File: config.mk
export PLATFORM = sky130hd
export DESIGN_NAME = double_ended_queue_with_search
export DESIGN_NICKNAME = d
export VERILOG_FILES = /design/src/sv/dqs_pkg.sv /design/src/sv/double_ended_queue_with_search.sv
export SDC_FILE = /design/constraint.sdc
export NUM_CORES = 1
export LEC_CHECK = 0
export ABC_AREA = 1
export BUFFER_PORTS_ARGS = -buffer_cell sky130_fd_sc_hd__buf_2
export CELL_PAD_IN_SITES_DETAIL_PLACEMENT = 1
export CELL_PAD_IN_SITES_GLOBAL_PLACEMENT = 1
export CORE_MARGIN = 3
export CORE_UTILIZATION = 35
export CTS_CLUSTER_SIZE = 16
export DETAILED_ROUTE_END_ITERATION = 10
export PLACE_DENSITY_LB_ADDON = 0.1
export SLEW_MARGIN = 20
export SYNTH_ARGS = -nofsm -noshare
export SYNTH_HDL_FRONTEND = slang
export SYNTH_SLANG_ARGS = --single-unit
File: constraint.sdc
create_clock -name clk -period 4.8 [get_ports clk]
set_clock_uncertainty 0.05 [all_clocks]
set_input_delay 0.72 -clock clk [delete_from_list [all_inputs] [get_ports clk]]
set_output_delay 0.72 -clock clk [all_outputs]
set_load 0.1 [all_outputs]
File: src/sv/dqs_pkg.sv
package dqs_pkg;

    localparam int CAPACITY = 16;
    localparam int IDX_W    = $clog2(CAPACITY);
    localparam int CNT_W    = $clog2(CAPACITY + 1);
    localparam int DATA_W   = 32;
    localparam int OP_W     = 3;
    localparam int STAT_W   = 3;

    localparam logic [CNT_W-1:0] CAP_CNT  = CNT_W'(CAPACITY);
    localparam logic [IDX_W:0]   CAP_WIDE = (IDX_W + 1)'(CAPACITY);
    localparam logic [IDX_W-1:0] IDX_LAST = IDX_W'(CAPACITY - 1);

    typedef enum logic [OP_W-1:0] {
        OP_PUSH_BACK  = 3'd0,
        OP_PUSH_FRONT = 3'd1,
        OP_POP_FRONT  = 3'd2,
        OP_POP_BACK   = 3'd3,
        OP_SEARCH     = 3'd4
    } opcode_t;

    typedef enum logic [STAT_W-1:0] {
        STAT_DONE      = 3'd0,
        STAT_EMPTY     = 3'd1,
        STAT_FULL      = 3'd2,
        STAT_FOUND     = 3'd3,
        STAT_NOT_FOUND = 3'd4
    } status_t;

    typedef enum logic [1:0] {
        ST_IDLE,
        ST_POP,
        ST_SEARCH
    } state_t;

    function automatic logic [IDX_W-1:0] ring_add(
        input logic [IDX_W-1:0] a,
        input logic [IDX_W-1:0] b
    );
        logic [IDX_W:0] s;
        s = {1'b0, a} + {1'b0, b};
        if (s >= CAP_WIDE)
        begin
            s = s - CAP_WIDE;
        end
        return s[IDX_W-1:0];
    endfunction

endpackage

File: src/sv/double_ended_queue_with_search.sv
// Pushes and undefined opcodes: the result strobe follows in the cycle after the request.
// Pops: the entry is read into the store's read register, and ST_POP then registers it
// with the result strobe; a pop on an empty queue answers in the cycle after the request.
// Search: one stored entry compared per cycle from the front, until a match or the last one.
// A new request is taken in the cycle in which the result is shown; the receiver cannot stall.
// Reset (rst_n low, asynchronous) empties the queue; the entry store itself is not cleared.
module double_ended_queue_with_search
(
    input  logic                         clk,
    input  logic                         rst_n,
    input  logic                         start,
    output logic                         busy,
    input  logic [dqs_pkg::OP_W-1:0]     opcode,
    input  logic signed [dqs_pkg::DATA_W-1:0] operand_value,
    output logic                         strobe,
    output logic [dqs_pkg::STAT_W-1:0]   status,
    output logic signed [dqs_pkg::DATA_W-1:0] popped_value,
    output logic [dqs_pkg::CNT_W-1:0]    occupancy
);

    logic [dqs_pkg::DATA_W-1:0] mem [dqs_pkg::CAPACITY];
    logic [dqs_pkg::DATA_W-1:0] rd_data_reg;

    dqs_pkg::state_t              state_reg, state_next;
    logic [dqs_pkg::IDX_W-1:0]    front_reg, front_next;
    logic [dqs_pkg::CNT_W-1:0]    count_reg, count_next;
    logic [dqs_pkg::IDX_W-1:0]    offset_reg, offset_next;
    logic [dqs_pkg::DATA_W-1:0]   key_reg, key_next;

    logic                         strobe_reg, strobe_next;
    dqs_pkg::status_t             status_reg, status_next;
    logic [dqs_pkg::DATA_W-1:0]   popped_reg, popped_next;
    logic [dqs_pkg::CNT_W-1:0]    occ_reg, occ_next;

    logic                         wr_en;
    logic [dqs_pkg::IDX_W-1:0]    wr_addr;
    logic [dqs_pkg::IDX_W-1:0]    rd_addr;
    logic [dqs_pkg::CNT_W-1:0]    offset_inc;
    logic                         accept;

    assign accept     = start && (state_reg == dqs_pkg::ST_IDLE);
    assign busy       = (state_reg != dqs_pkg::ST_IDLE);
    assign offset_inc = {1'b0, offset_reg} + dqs_pkg::CNT_W'(1);

    always_ff @(posedge clk)
    begin
        if (wr_en)
        begin
            mem[wr_addr] <= operand_value;
        end
        rd_data_reg <= mem[rd_addr];
    end

    always_ff @(posedge clk or negedge rst_n)
    begin
        if (!rst_n)
        begin
            state_reg  <= dqs_pkg::ST_IDLE;
            front_reg  <= '0;
            count_reg  <= '0;
            strobe_reg <= 1'b0;
        end
        else
        begin
            state_reg  <= state_next;
            front_reg  <= front_next;
            count_reg  <= count_next;
            strobe_reg <= strobe_next;
        end
    end

    always_ff @(posedge clk)
    begin
        offset_reg <= offset_next;
        key_reg    <= key_next;
        status_reg <= status_next;
        popped_reg <= popped_next;
        occ_reg    <= occ_next;
    end

    always_comb
    begin
        state_next  = state_reg;
        front_next  = front_reg;
        count_next  = count_reg;
        offset_next = offset_reg;
        key_next    = key_reg;
        strobe_next = 1'b0;
        status_next = dqs_pkg::STAT_DONE;
        popped_next = '0;
        occ_next    = count_reg;
        wr_en       = 1'b0;
        wr_addr     = dqs_pkg::ring_add(front_reg, count_reg[dqs_pkg::IDX_W-1:0]);
        rd_addr     = front_reg;

        unique case (state_reg)
            dqs_pkg::ST_IDLE:
            begin
                if (accept)
                begin
                    unique case (opcode)
                        dqs_pkg::OP_PUSH_BACK:
                        begin
                            strobe_next = 1'b1;
                            if (count_reg >= dqs_pkg::CAP_CNT)
                            begin
                                status_next = dqs_pkg::STAT_FULL;
                            end
                            else
                            begin
                                wr_en      = 1'b1;
                                count_next = count_reg + dqs_pkg::CNT_W'(1);
                                occ_next   = count_next;
                            end
                        end
                        dqs_pkg::OP_PUSH_FRONT:
                        begin
                            strobe_next = 1'b1;
                            if (count_reg >= dqs_pkg::CAP_CNT)
                            begin
                                status_next = dqs_pkg::STAT_FULL;
                            end
                            else
                            begin
                                wr_en      = 1'b1;
                                wr_addr    = dqs_pkg::ring_add(front_reg, dqs_pkg::IDX_LAST);
                                front_next = wr_addr;
                                count_next = count_reg + dqs_pkg::CNT_W'(1);
                                occ_next   = count_next;
                            end
                        end
                        dqs_pkg::OP_POP_FRONT:
                        begin
                            if (count_reg == '0)
                            begin
                                strobe_next = 1'b1;
                                status_next = dqs_pkg::STAT_EMPTY;
                            end
                            else
                            begin
                                rd_addr    = front_reg;
                                front_next = dqs_pkg::ring_add(front_reg,
                                                               dqs_pkg::IDX_W'(1));
                                count_next = count_reg - dqs_pkg::CNT_W'(1);
                                state_next = dqs_pkg::ST_POP;
                            end
                        end
                        dqs_pkg::OP_POP_BACK:
                        begin
                            if (count_reg == '0)
                            begin
                                strobe_next = 1'b1;
                                status_next = dqs_pkg::STAT_EMPTY;
                            end
                            else
                            begin
                                count_next = count_reg - dqs_pkg::CNT_W'(1);
                                rd_addr    = dqs_pkg::ring_add(front_reg,
                                                 count_next[dqs_pkg::IDX_W-1:0]);
                                state_next = dqs_pkg::ST_POP;
                            end
                        end
                        dqs_pkg::OP_SEARCH:
                        begin
                            if (count_reg == '0)
                            begin
                                strobe_next = 1'b1;
                                status_next = dqs_pkg::STAT_NOT_FOUND;
                            end
                            else
                            begin
                                rd_addr     = front_reg;
                                offset_next = '0;
                                key_next    = operand_value;
                                state_next  = dqs_pkg::ST_SEARCH;
                            end
                        end
                        default:
                        begin
                            strobe_next = 1'b1;
                        end
                    endcase
                end
            end
            dqs_pkg::ST_POP:
            begin
                strobe_next = 1'b1;
                popped_next = rd_data_reg;
                state_next  = dqs_pkg::ST_IDLE;
            end
            dqs_pkg::ST_SEARCH:
            begin
                if (rd_data_reg == key_reg)
                begin
                    strobe_next = 1'b1;
                    status_next = dqs_pkg::STAT_FOUND;
                    state_next  = dqs_pkg::ST_IDLE;
                end
                else if (offset_inc == count_reg)
                begin
                    strobe_next = 1'b1;
                    status_next = dqs_pkg::STAT_NOT_FOUND;
                    state_next  = dqs_pkg::ST_IDLE;
                end
                else
                begin
                    offset_next = offset_inc[dqs_pkg::IDX_W-1:0];
                    rd_addr     = dqs_pkg::ring_add(front_reg, offset_next);
                end
            end
            default:
            begin
                state_next = dqs_pkg::ST_IDLE;
            end
        endcase
    end

    assign strobe       = strobe_reg;
    assign status       = status_reg;
    assign popped_value = popped_reg;
    assign occupancy    = occ_reg;

`ifndef SYNTHESIS
    a_count_bound: assert property (@(posedge clk) disable iff (!rst_n)
        count_reg <= dqs_pkg::CAP_CNT)
        else $error("Entry count exceeds capacity.");

    a_occ_matches: assert property (@(posedge clk) disable iff (!rst_n)
        strobe_reg |-> (occ_reg == count_reg))
        else $error("Reported occupancy differs from the held entry count.");

    a_popped_zero: assert property (@(posedge clk) disable iff (!rst_n)
        (strobe_reg && (popped_reg != '0)) |-> (status_reg == dqs_pkg::STAT_DONE))
        else $error("Non-zero popped value with a status other than done.");

    a_empty_pop: assert property (@(posedge clk) disable iff (!rst_n)
        (accept && (count_reg == '0)
            && ((opcode == dqs_pkg::OP_POP_FRONT) || (opcode == dqs_pkg::OP_POP_BACK)))
        |=> (strobe_reg && (status_reg == dqs_pkg::STAT_EMPTY)))
        else $error("Pop request on an empty queue did not report empty.");
`endif

endmodule
==> impl_metrics.ini, run 1 <==
[timing]
relSlewSlack = 0.438
tns_ns = 0
hold_viol_final = 0
clock.fmax_mhz = 264
tightest_slew_ns = 0.843
timing.final.crit_share = 0.788
rsz0062_at_grt = no
layout_min_cycle_time_ns = 3.78
setup_violations = 0
slew_violations = 0

[synthesis]
syn_inst = 2555
syn_area_mm2 = 0.0273
ys.flop_type = edfxtp_1
ys_ff_latch = 632
synth_nets = 2611
ys_warn_count = 0
yosysSeqAreaShare = 0.667
synth.distinct_cells = 35
yosysTopAreaCell = edfxtp_1
syn-mean-instance-area_um2 = 10.7
async_flop_share = 0.0190
synth-edff-count = 548
synth_area_leaders = edfxtp_1 (60%), nand3_1 (11%), nand2_1 (6.2%), inv_1 (5.9%), dfxtp_1 (5.3%)
synth_top_area_share = 0.604

[status]
outcome = completed

[setup_path]
crit_top_cell = inv_1
r2r_start = state_reg[0]$_DFFE_PN0P_
crit_buf_inv = 4
cp_num_cells = 10
critPathArrivalTime_ns = 4.04
max_stage_delay_ns = 0.64
rr_endpoint = mem[3][12]$_DFFE_PP_
r2r_cells = 10
crit_slowest_cell = nor2_4
start_kind = register
worst_setup_path_end_kind = register
required_ns = 5.05
r2r_slack_ns = 1.02
path_class = reg -> reg
cp_max_fo = 17
cp_top_family = simple AND/OR/NAND/NOR gates
crit_chain = inv_2 > nand2_2 > nor2_2 > inv_1 > nor3_1 > inv_1 > o21ai_0 > nand2_1 > nor2_4 > buf_4

[power]
p_leak_nw = 12.9
ir_worst_vdd_mv = 0.520
powerDensity_mw_per_mm2 = 712

[layout]
areaGrowthSynthToFinish_pct = 15.3
insertedDiodeCount = 0
largest_register_ffs = 512
mostFrequentLayoutCells = nand3_1 (593), edfxtp_1 (548), nand2_1 (445), inv_1 (431), nand3b_1 (96)
largest_register = mem
drive_gt1_frac = 0.102
final_nets = 2672
fin_util = 0.410
layout_commonest_cell = nand3_1

[clock_tree]
clock_latency_ns = 0.61
cts_resized = 0
cts.sinks = 632
tritoncts = built
postCtsSetupRepairBufs = 0
numCtsBuffers = 72
cts_hold_buf = 1
htree_levels = 3
clk_path_buf_depth = 3
root_buffer = clkbuf_16
clkTransAtPathRegs_ns = 0.06

[grt]
grt_use_total = 0.191
grt_pass1_wl_um = 119000
grt_max_degree = 145
grt_overflow_total = 0
grt_pass1_vias = 19084
grt_antenna_before_repair = 0

[detailed_routing]
drc = 0
wl_per_cell_um = 21.1
first_pass_iters = 5
wirelength_um = 78100
ant_nets = 0
num_vias = 18323
via_per_inst = 4.95
drt_iter0_markers = 1058

[floorplanning]
coreArea_mm2 = 0.0766
die_area_mm2 = 0.0813
initial_core_util = 0.356
die_w_um = 285
io_pins = 80
die_h_um = 285
rows = 101

[worst_hold_path]
hold_path_class = reg -> reg
hp-start = rd_data_reg[3]$_DFF_P_
hold_depth = 2
holdPathEnd = popped_value[3]$_SDFF_PN0_

[place]
io_buffers = 79
dpl.hpwl_um = 43000
gp_congestion = 0.776

[job]
max_cap_violations = 0
==> per-stage QoR <==
step / cell area [um^2] / hold WS [ns] / std cells / worst slack, ns / power [mW]
2_1_floorplan: 27300 / 0.372 / 2555 / 0.857 / 13.9
3_3_place_gp: 29100 / 0.379 / 3571 / 0.942 / 17.1
3_5_place_dp: 29100 / 0.388 / 3571 / 0.789 / 17.2
4_1_cts: 31400 / 0.357 / 3704 / 0.987 / 22.8
5_1_grt: 31400 / 0.371 / 3704 / 0.741 / 24.0
6_report: 31400 / 0.393 / 3704 / 1.02 / 22.4
==> synth_stat cells, drive strengths merged (12+ instances only) <==
library cell / n
nand3: 597
edfxtp: 548
nand2: 453
inv: 440
buf: 101
nand3b: 96
nor2: 79
dfxtp: 72
clkbuf: 34
o21ai: 32
xnor2: 26
ha: 15
xor2: 15
dfrtp: 12
==> per-layer routing <==
metal  vias to the layer above  GRT usage  share of wire
met4                         0     0.0495          0.021
met5                         -          0              0
met2                       244      0.320           0.48
met1                      9332      0.265           0.47
met3                       101     0.0235          0.029
li1                       8646          -              -
==> worst min-delay path, stage by stage, from the launching register on <==
cell,delay [ns]
dfxtp_1,0.32
inv_1,0.05
nor2_1,0.04
==> logic make-up after synthesis <==
family                   synth area share
AND/OR/NAND/NOR                     0.213
XOR/XNOR                           0.0134
AO/OA/AOI/OAI                      0.0101
buffers and inverters              0.0864
adder cells (fa/ha/maj)           0.00909
flip-flops                          0.667
==> area by class of cell <==
type	count	area [um^2]
clock buffer	103	2090
clock inverter	29	258
fill	8403	45200
inverter	440	1650
multi-input combinational	1348	6910
sequential	632	18200
tap	1030	1290
timing repair buffer	122	1030
==> worst max-delay path by stage <==
stage                                         from                   end
after floorplan           state_reg[0]$_DFFE_PN0P_   mem[9][0]$_DFFE_PP_
after global placement                       start  mem[3][15]$_DFFE_PP_
after detailed placement                     start  mem[2][15]$_DFFE_PP_
after CTS                 state_reg[0]$_DFFE_PN0P_  mem[3][11]$_DFFE_PP_
after global routing      state_reg[0]$_DFFE_PN0P_  mem[3][12]$_DFFE_PP_
final                     state_reg[0]$_DFFE_PN0P_  mem[3][12]$_DFFE_PP_
==> report_power, final <==
part	internal, mW	total, mW	switching [mW]	leakage, nW
Clock	3.26	5.49	2.23	1.16
Sequential	6.51	6.82	0.305	5.68
Combinational	2.79	10.1	7.29	6.03
(Power assumes the default switching activity.)
==> run 2, diff against run 1 <==
clock period = 3.45 ns   (was 4.8 ns; I/O delays follow)
==> impl_metrics.ini, run 2 (same netlist as run 1, synthesis figures left out) <==
[layout]
largest_register_ffs = 512
mostFrequentLayoutCells = nand3_1 (593), edfxtp_1 (548), nand2_1 (444), inv_1 (431), nand3b_1 (96)
layout_commonest_cell = nand3_1
drive_gt1_frac = 0.126
fin_util = 0.426
fillers = 8377
largest_register = mem
fin_cells = 3792
final_nets = 2758
areaGrowthSynthToFinish_pct = 19.6

[status]
outcome = completed

[floorplanning]
die_h_um = 285
die_area_mm2 = 0.0813
die_w_um = 285
coreArea_mm2 = 0.0766
io_pins = 80
initial_core_util = 0.356
rows = 101

[job]
max_cap_violations = 0

[setup_path]
crit_slowest_cell = edfxtp_1
crit_chain = xnor2_1 > nand2_1 > nor2_1 > nand2_1 > nor2_1 > buf_4 > nand2_1 > buf_4 > nand2_2 > nand3_1 > nand3_4 > buf_12 > buf_4 > nand3_1 > nand3_1 > nand3_1 > nand3_1 > nand2_1
crit_top_cell = nand3_1
start_kind = register
max_stage_delay_ns = 0.38
cp_max_fo = 28
worst_setup_path_end_kind = register
required_ns = 3.83
path_class = reg -> reg
critPathArrivalTime_ns = 3.58

[place]
gp_congestion = 0.782
io_buffers = 79
post-place-ws_ns = 0.0775
dpl.hpwl_um = 49000
placed_cells = 3654

[grt]
grt_overflow_total = 0
grt_antenna_before_repair = 4
grt_use_total = 0.203
grt_pass1_vias = 19873
grt_max_degree = 101
grt_pass1_wl_um = 125000

[timing]
tightest_slew_ns = 0.850
relSlewSlack = 0.433
layout_min_cycle_time_ns = 3.20
slew_violations = 0
tns_ns = 0
clock.fmax_mhz = 313
hold_viol_final = 0
setup_violations = 0
worst_slack_ns = 0.252
timing.final.crit_share = 0.927
rsz0062_at_grt = no

[clock_tree]
cts.sinks = 632
postCtsSetupRepairBufs = 0
clk_path_buf_depth = 3
root_buffer = clkbuf_16
numCtsBuffers = 75
htree_levels = 3
clkTransAtPathRegs_ns = 0.06
clock_latency_ns = 0.61
tritoncts = built

[worst_hold_path]
hold_path_class = in -> reg

[power]
powerDensity_mw_per_mm2 = 1000
p_leak_nw = 13.4
ir_worst_vdd_mv = 0.573
total_power_mw = 32.6

[detailed_routing]
first_pass_iters = 6
ant_nets = 0
wirelength_um = 82600
num_vias = 18917
wl_per_cell_um = 21.8
drt_iter0_markers = 1105
drc = 0
via_per_inst = 4.99
==> run 2: what timing repair did <==
action                                 in CTS  in global routing
setup endpoints to repair                   0                  1
hold buffers                                1                  0
resized for setup                           0                  1
endpoints found under the hold margin      12                  0
==> run 2: final timing paths <==
path / startpoint / end / slack [ns] / cells past startpoint
max reg2reg: key_reg[24]$_DFFE_PP_ / rd_data_reg[30]$_DFF_P_ / 0.25 / 18
max in group asynchronous: rst_n / front_reg[2]$_DFFE_PN0P_ / 2.77 / 2
min reg2reg: rd_data_reg[24]$_DFF_P_ / popped_value[24]$_SDFF_PN0_ / 0.39 / 2
min: operand_value[28] / key_reg[28]$_DFFE_PP_ / 0.24 / 1
max: key_reg[24]$_DFFE_PP_ / rd_data_reg[30]$_DFF_P_ / 0.25 / 18
min in group asynchronous: rst_n / front_reg[3]$_DFFE_PN0P_ / 0.31 / 2
==> run 2: power by group <==
part | internal, mW | switching (mW)
clock network | 4.47 | 3.12
registers | 9.06 | 0.396
logic | 5.14 | 10.4
==> run 2: worst max-delay path: cells and delay by family (launching register included) <==
kind | cells | cell delay [ns]
AND/OR/NAND/NOR | 13 | 1.60
flip-flops | 1 | 0.38
buffers and inverters | 4 | 0.68
XOR/XNOR | 1 | 0.31
==> run 2: stage by stage <==
stage | hold WS [ns] | area (um^2)
2_1_floorplan | 0.172 | 27300
3_3_place_gp | 0.376 | 30300
3_5_place_dp | 0.386 | 30300
4_1_cts | 0.208 | 32600
5_1_grt | 0.231 | 32600
6_report | 0.241 | 32600
==> run 2: cell type report <==
cell class	instances	area, um^2	area share
inverter	440	1650	0.0507
clock buffer	113	2120	0.0651
multi-input combinational	1348	6910	0.212
timing repair buffer	205	2230	0.0685
sequential	632	18200	0.558
clock inverter	23	201	0.00618
antenna	1	2.50	0.0000767
tap	1030	1290	0.0395
==> run 2: layer usage <==
layer,global-route usage,part of all wire
met1,0.273,0.45
met2,0.345,0.49
met3,0.0289,0.039
met4,0.0567,0.021
met5,0,0.00033
==> run 3, diff against run 2 <==
MAX_ROUTING_LAYER = met4   (was not set)
==> impl_metrics.ini, run 3 (same netlist as run 1, synthesis figures left out) <==
[power]
p_leak_nw = 13.4
p_int_mw = 18.7
powerDensity_mw_per_mm2 = 1000
netSwitchingFraction = 0.428
clkPwrFrac = 0.233
seqPwrFrac = 0.290
switching_power_mw = 14.0
ir_worst_vdd_mv = 0.577
comb_power_share = 0.478

[grt]
grt_pass1_vias = 19821
grt_antenna_before_repair = 4
grt_max_degree = 101
grt_pass1_wl_um = 125000
grt_overflow_total = 0
grt_use_total = 0.210

[detailed_routing]
num_vias = 18949
via_per_inst = 4.99
drt_iter0_markers = 1091
wl_met3_um = 3040
top_layer = met4
wl_met1_um = 37800
first_pass_iters = 5
drc = 0
ant_nets = 0
met2WireLength_um = 40200
wl_per_cell_um = 21.8
wirelength_um = 82800

[timing]
hold_viol_final = 0
tightest_slew_ns = 0.866
timing.final.crit_share = 0.939
clock.fmax_mhz = 309
slew_violations = 0
rsz0062_at_grt = no
timing.hold.ws_ns = 0.249
layout_min_cycle_time_ns = 3.24
relSlewSlack = 0.423
setup_violations = 0

[setup_path]
path_class = reg -> reg
r2r_slack_ns = 0.21
required_ns = 3.83
worst_setup_path_end_kind = register
cp_max_fo = 28
critPathArrivalTime_ns = 3.62
start_kind = register
r2r_start = key_reg[24]$_DFFE_PP_
critPathLaunch = key_reg[24]$_DFFE_PP_

[layout]
largest_register = mem
mostFrequentLayoutCells = nand3_1 (593), edfxtp_1 (548), nand2_1 (444), inv_1 (431), nand3b_1 (96)
areaGrowthSynthToFinish_pct = 19.6
final_nets = 2758
fin_util = 0.426
seq_area_mm2 = 0.0182
layout_commonest_cell = nand3_1
fillers = 8380
multi_input_area_mm2 = 0.00691
largest_register_ffs = 512
drive_gt1_frac = 0.126

[place]
io_buffers = 79
dpl.hpwl_um = 49000
gp_congestion = 0.793

[floorplanning]
rows = 101
io_pins = 80
die_h_um = 285
initial_core_util = 0.356
coreArea_mm2 = 0.0766
die_w_um = 285
die_area_mm2 = 0.0813

[clock_tree]
root_buffer = clkbuf_16
tritoncts = built
cts.sinks = 632
numCtsBuffers = 75
clock_latency_ns = 0.61
postCtsSetupRepairBufs = 0
clk_path_buf_depth = 3
clkTransAtPathRegs_ns = 0.06
htree_levels = 3

[worst_hold_path]
hp-start = operand_value[28]
hold_path_class = in -> reg

[job]
max_cap_violations = 0

[status]
outcome = completed
-- run 3: cell count changes in the layout (fill, tap and decap cells not counted), sizes merged --
| cell | before | now |
|---|---|---|
| diode | 1 | 3 |
-- run 3: layout make-up --
| type | count | area share |
|---|---|---|
| Antenna cell | 3 | 0.000230 |
| Clock buffer | 113 | 0.0651 |
| Clock inverter | 23 | 0.00618 |
| Inverter | 440 | 0.0506 |
| Multi-Input combinational cell | 1348 | 0.212 |
| Sequential cell | 632 | 0.558 |
| Tap cell | 1030 | 0.0395 |
| Timing Repair Buffer | 205 | 0.0684 |
-- run 3: metrics by stage --
stage	area [um^2]	worst slack, ns	power (mW)	TNS, ns	instances
after floorplan	27300	-0.493	19.3	-240.61	2555
after global placement	30300	0.100	25.1	0	3654
after detailed placement	30300	0.0775	25.4	0	3654
after CTS	32600	0.0416	33.1	0	3791
after global routing	32600	0.0139	34.9	0	3794
final	32600	0.209	32.6	0	3794
-- run 3: path summary, 6_finish.rpt --
path / endpoint / depth (start not counted)
worst min register to register: popped_value[24]$_SDFF_PN0_ / 2
worst max-delay path: rd_data_reg[30]$_DFF_P_ / 18
worst min-delay path: key_reg[28]$_DFFE_PP_ / 1
worst max register to register: rd_data_reg[30]$_DFF_P_ / 18
min in group asynchronous: front_reg[3]$_DFFE_PN0P_ / 2
max in group asynchronous: front_reg[2]$_DFFE_PN0P_ / 2
-- run 3: power by group through the flow --
stage / Combinational, mW / Clock (mW) / Sequential, mW
floorplan: 8.86 / 0 / 10.5
global placement: 15.5 / 0 / 9.61
detailed placement: 15.8 / 0 / 9.62
CTS: 15.9 / 7.81 / 9.47
global route: 17.2 / 8.13 / 9.52
finish: 15.6 / 7.59 / 9.46
-- run 3: worst max-delay path, stage by stage, from the launching register on --
cell      delay (ns)
edfxtp_1        0.38
xnor2_1         0.33
nand2_1         0.14
nor2_1          0.31
nand2_1         0.09
nor2_1          0.10
buf_4           0.12
nand2_1         0.05
buf_4           0.16
nand2_2         0.10
nand3_1         0.13
nand3_4         0.20
buf_12          0.24
buf_4           0.16
nand3_1         0.07
nand3_1         0.12
nand3_1         0.08
nand3_1         0.09
nand2_1         0.15
-- run 3: repair_timing --
item | CTS | global route
endpoints found under the setup margin | 0 | 1
hold buffers | 1 | 0
gates resized for setup | 0 | 1
hold endpoints to repair | 12 | 0
-- run 3: routing by layer --
metal  global-route usage  vias to the layer above
met2                0.345                      316
met4               0.0567                        0
met3               0.0288                      113
li1                     -                     8830
met1                0.274                     9690
met5                    -                        -
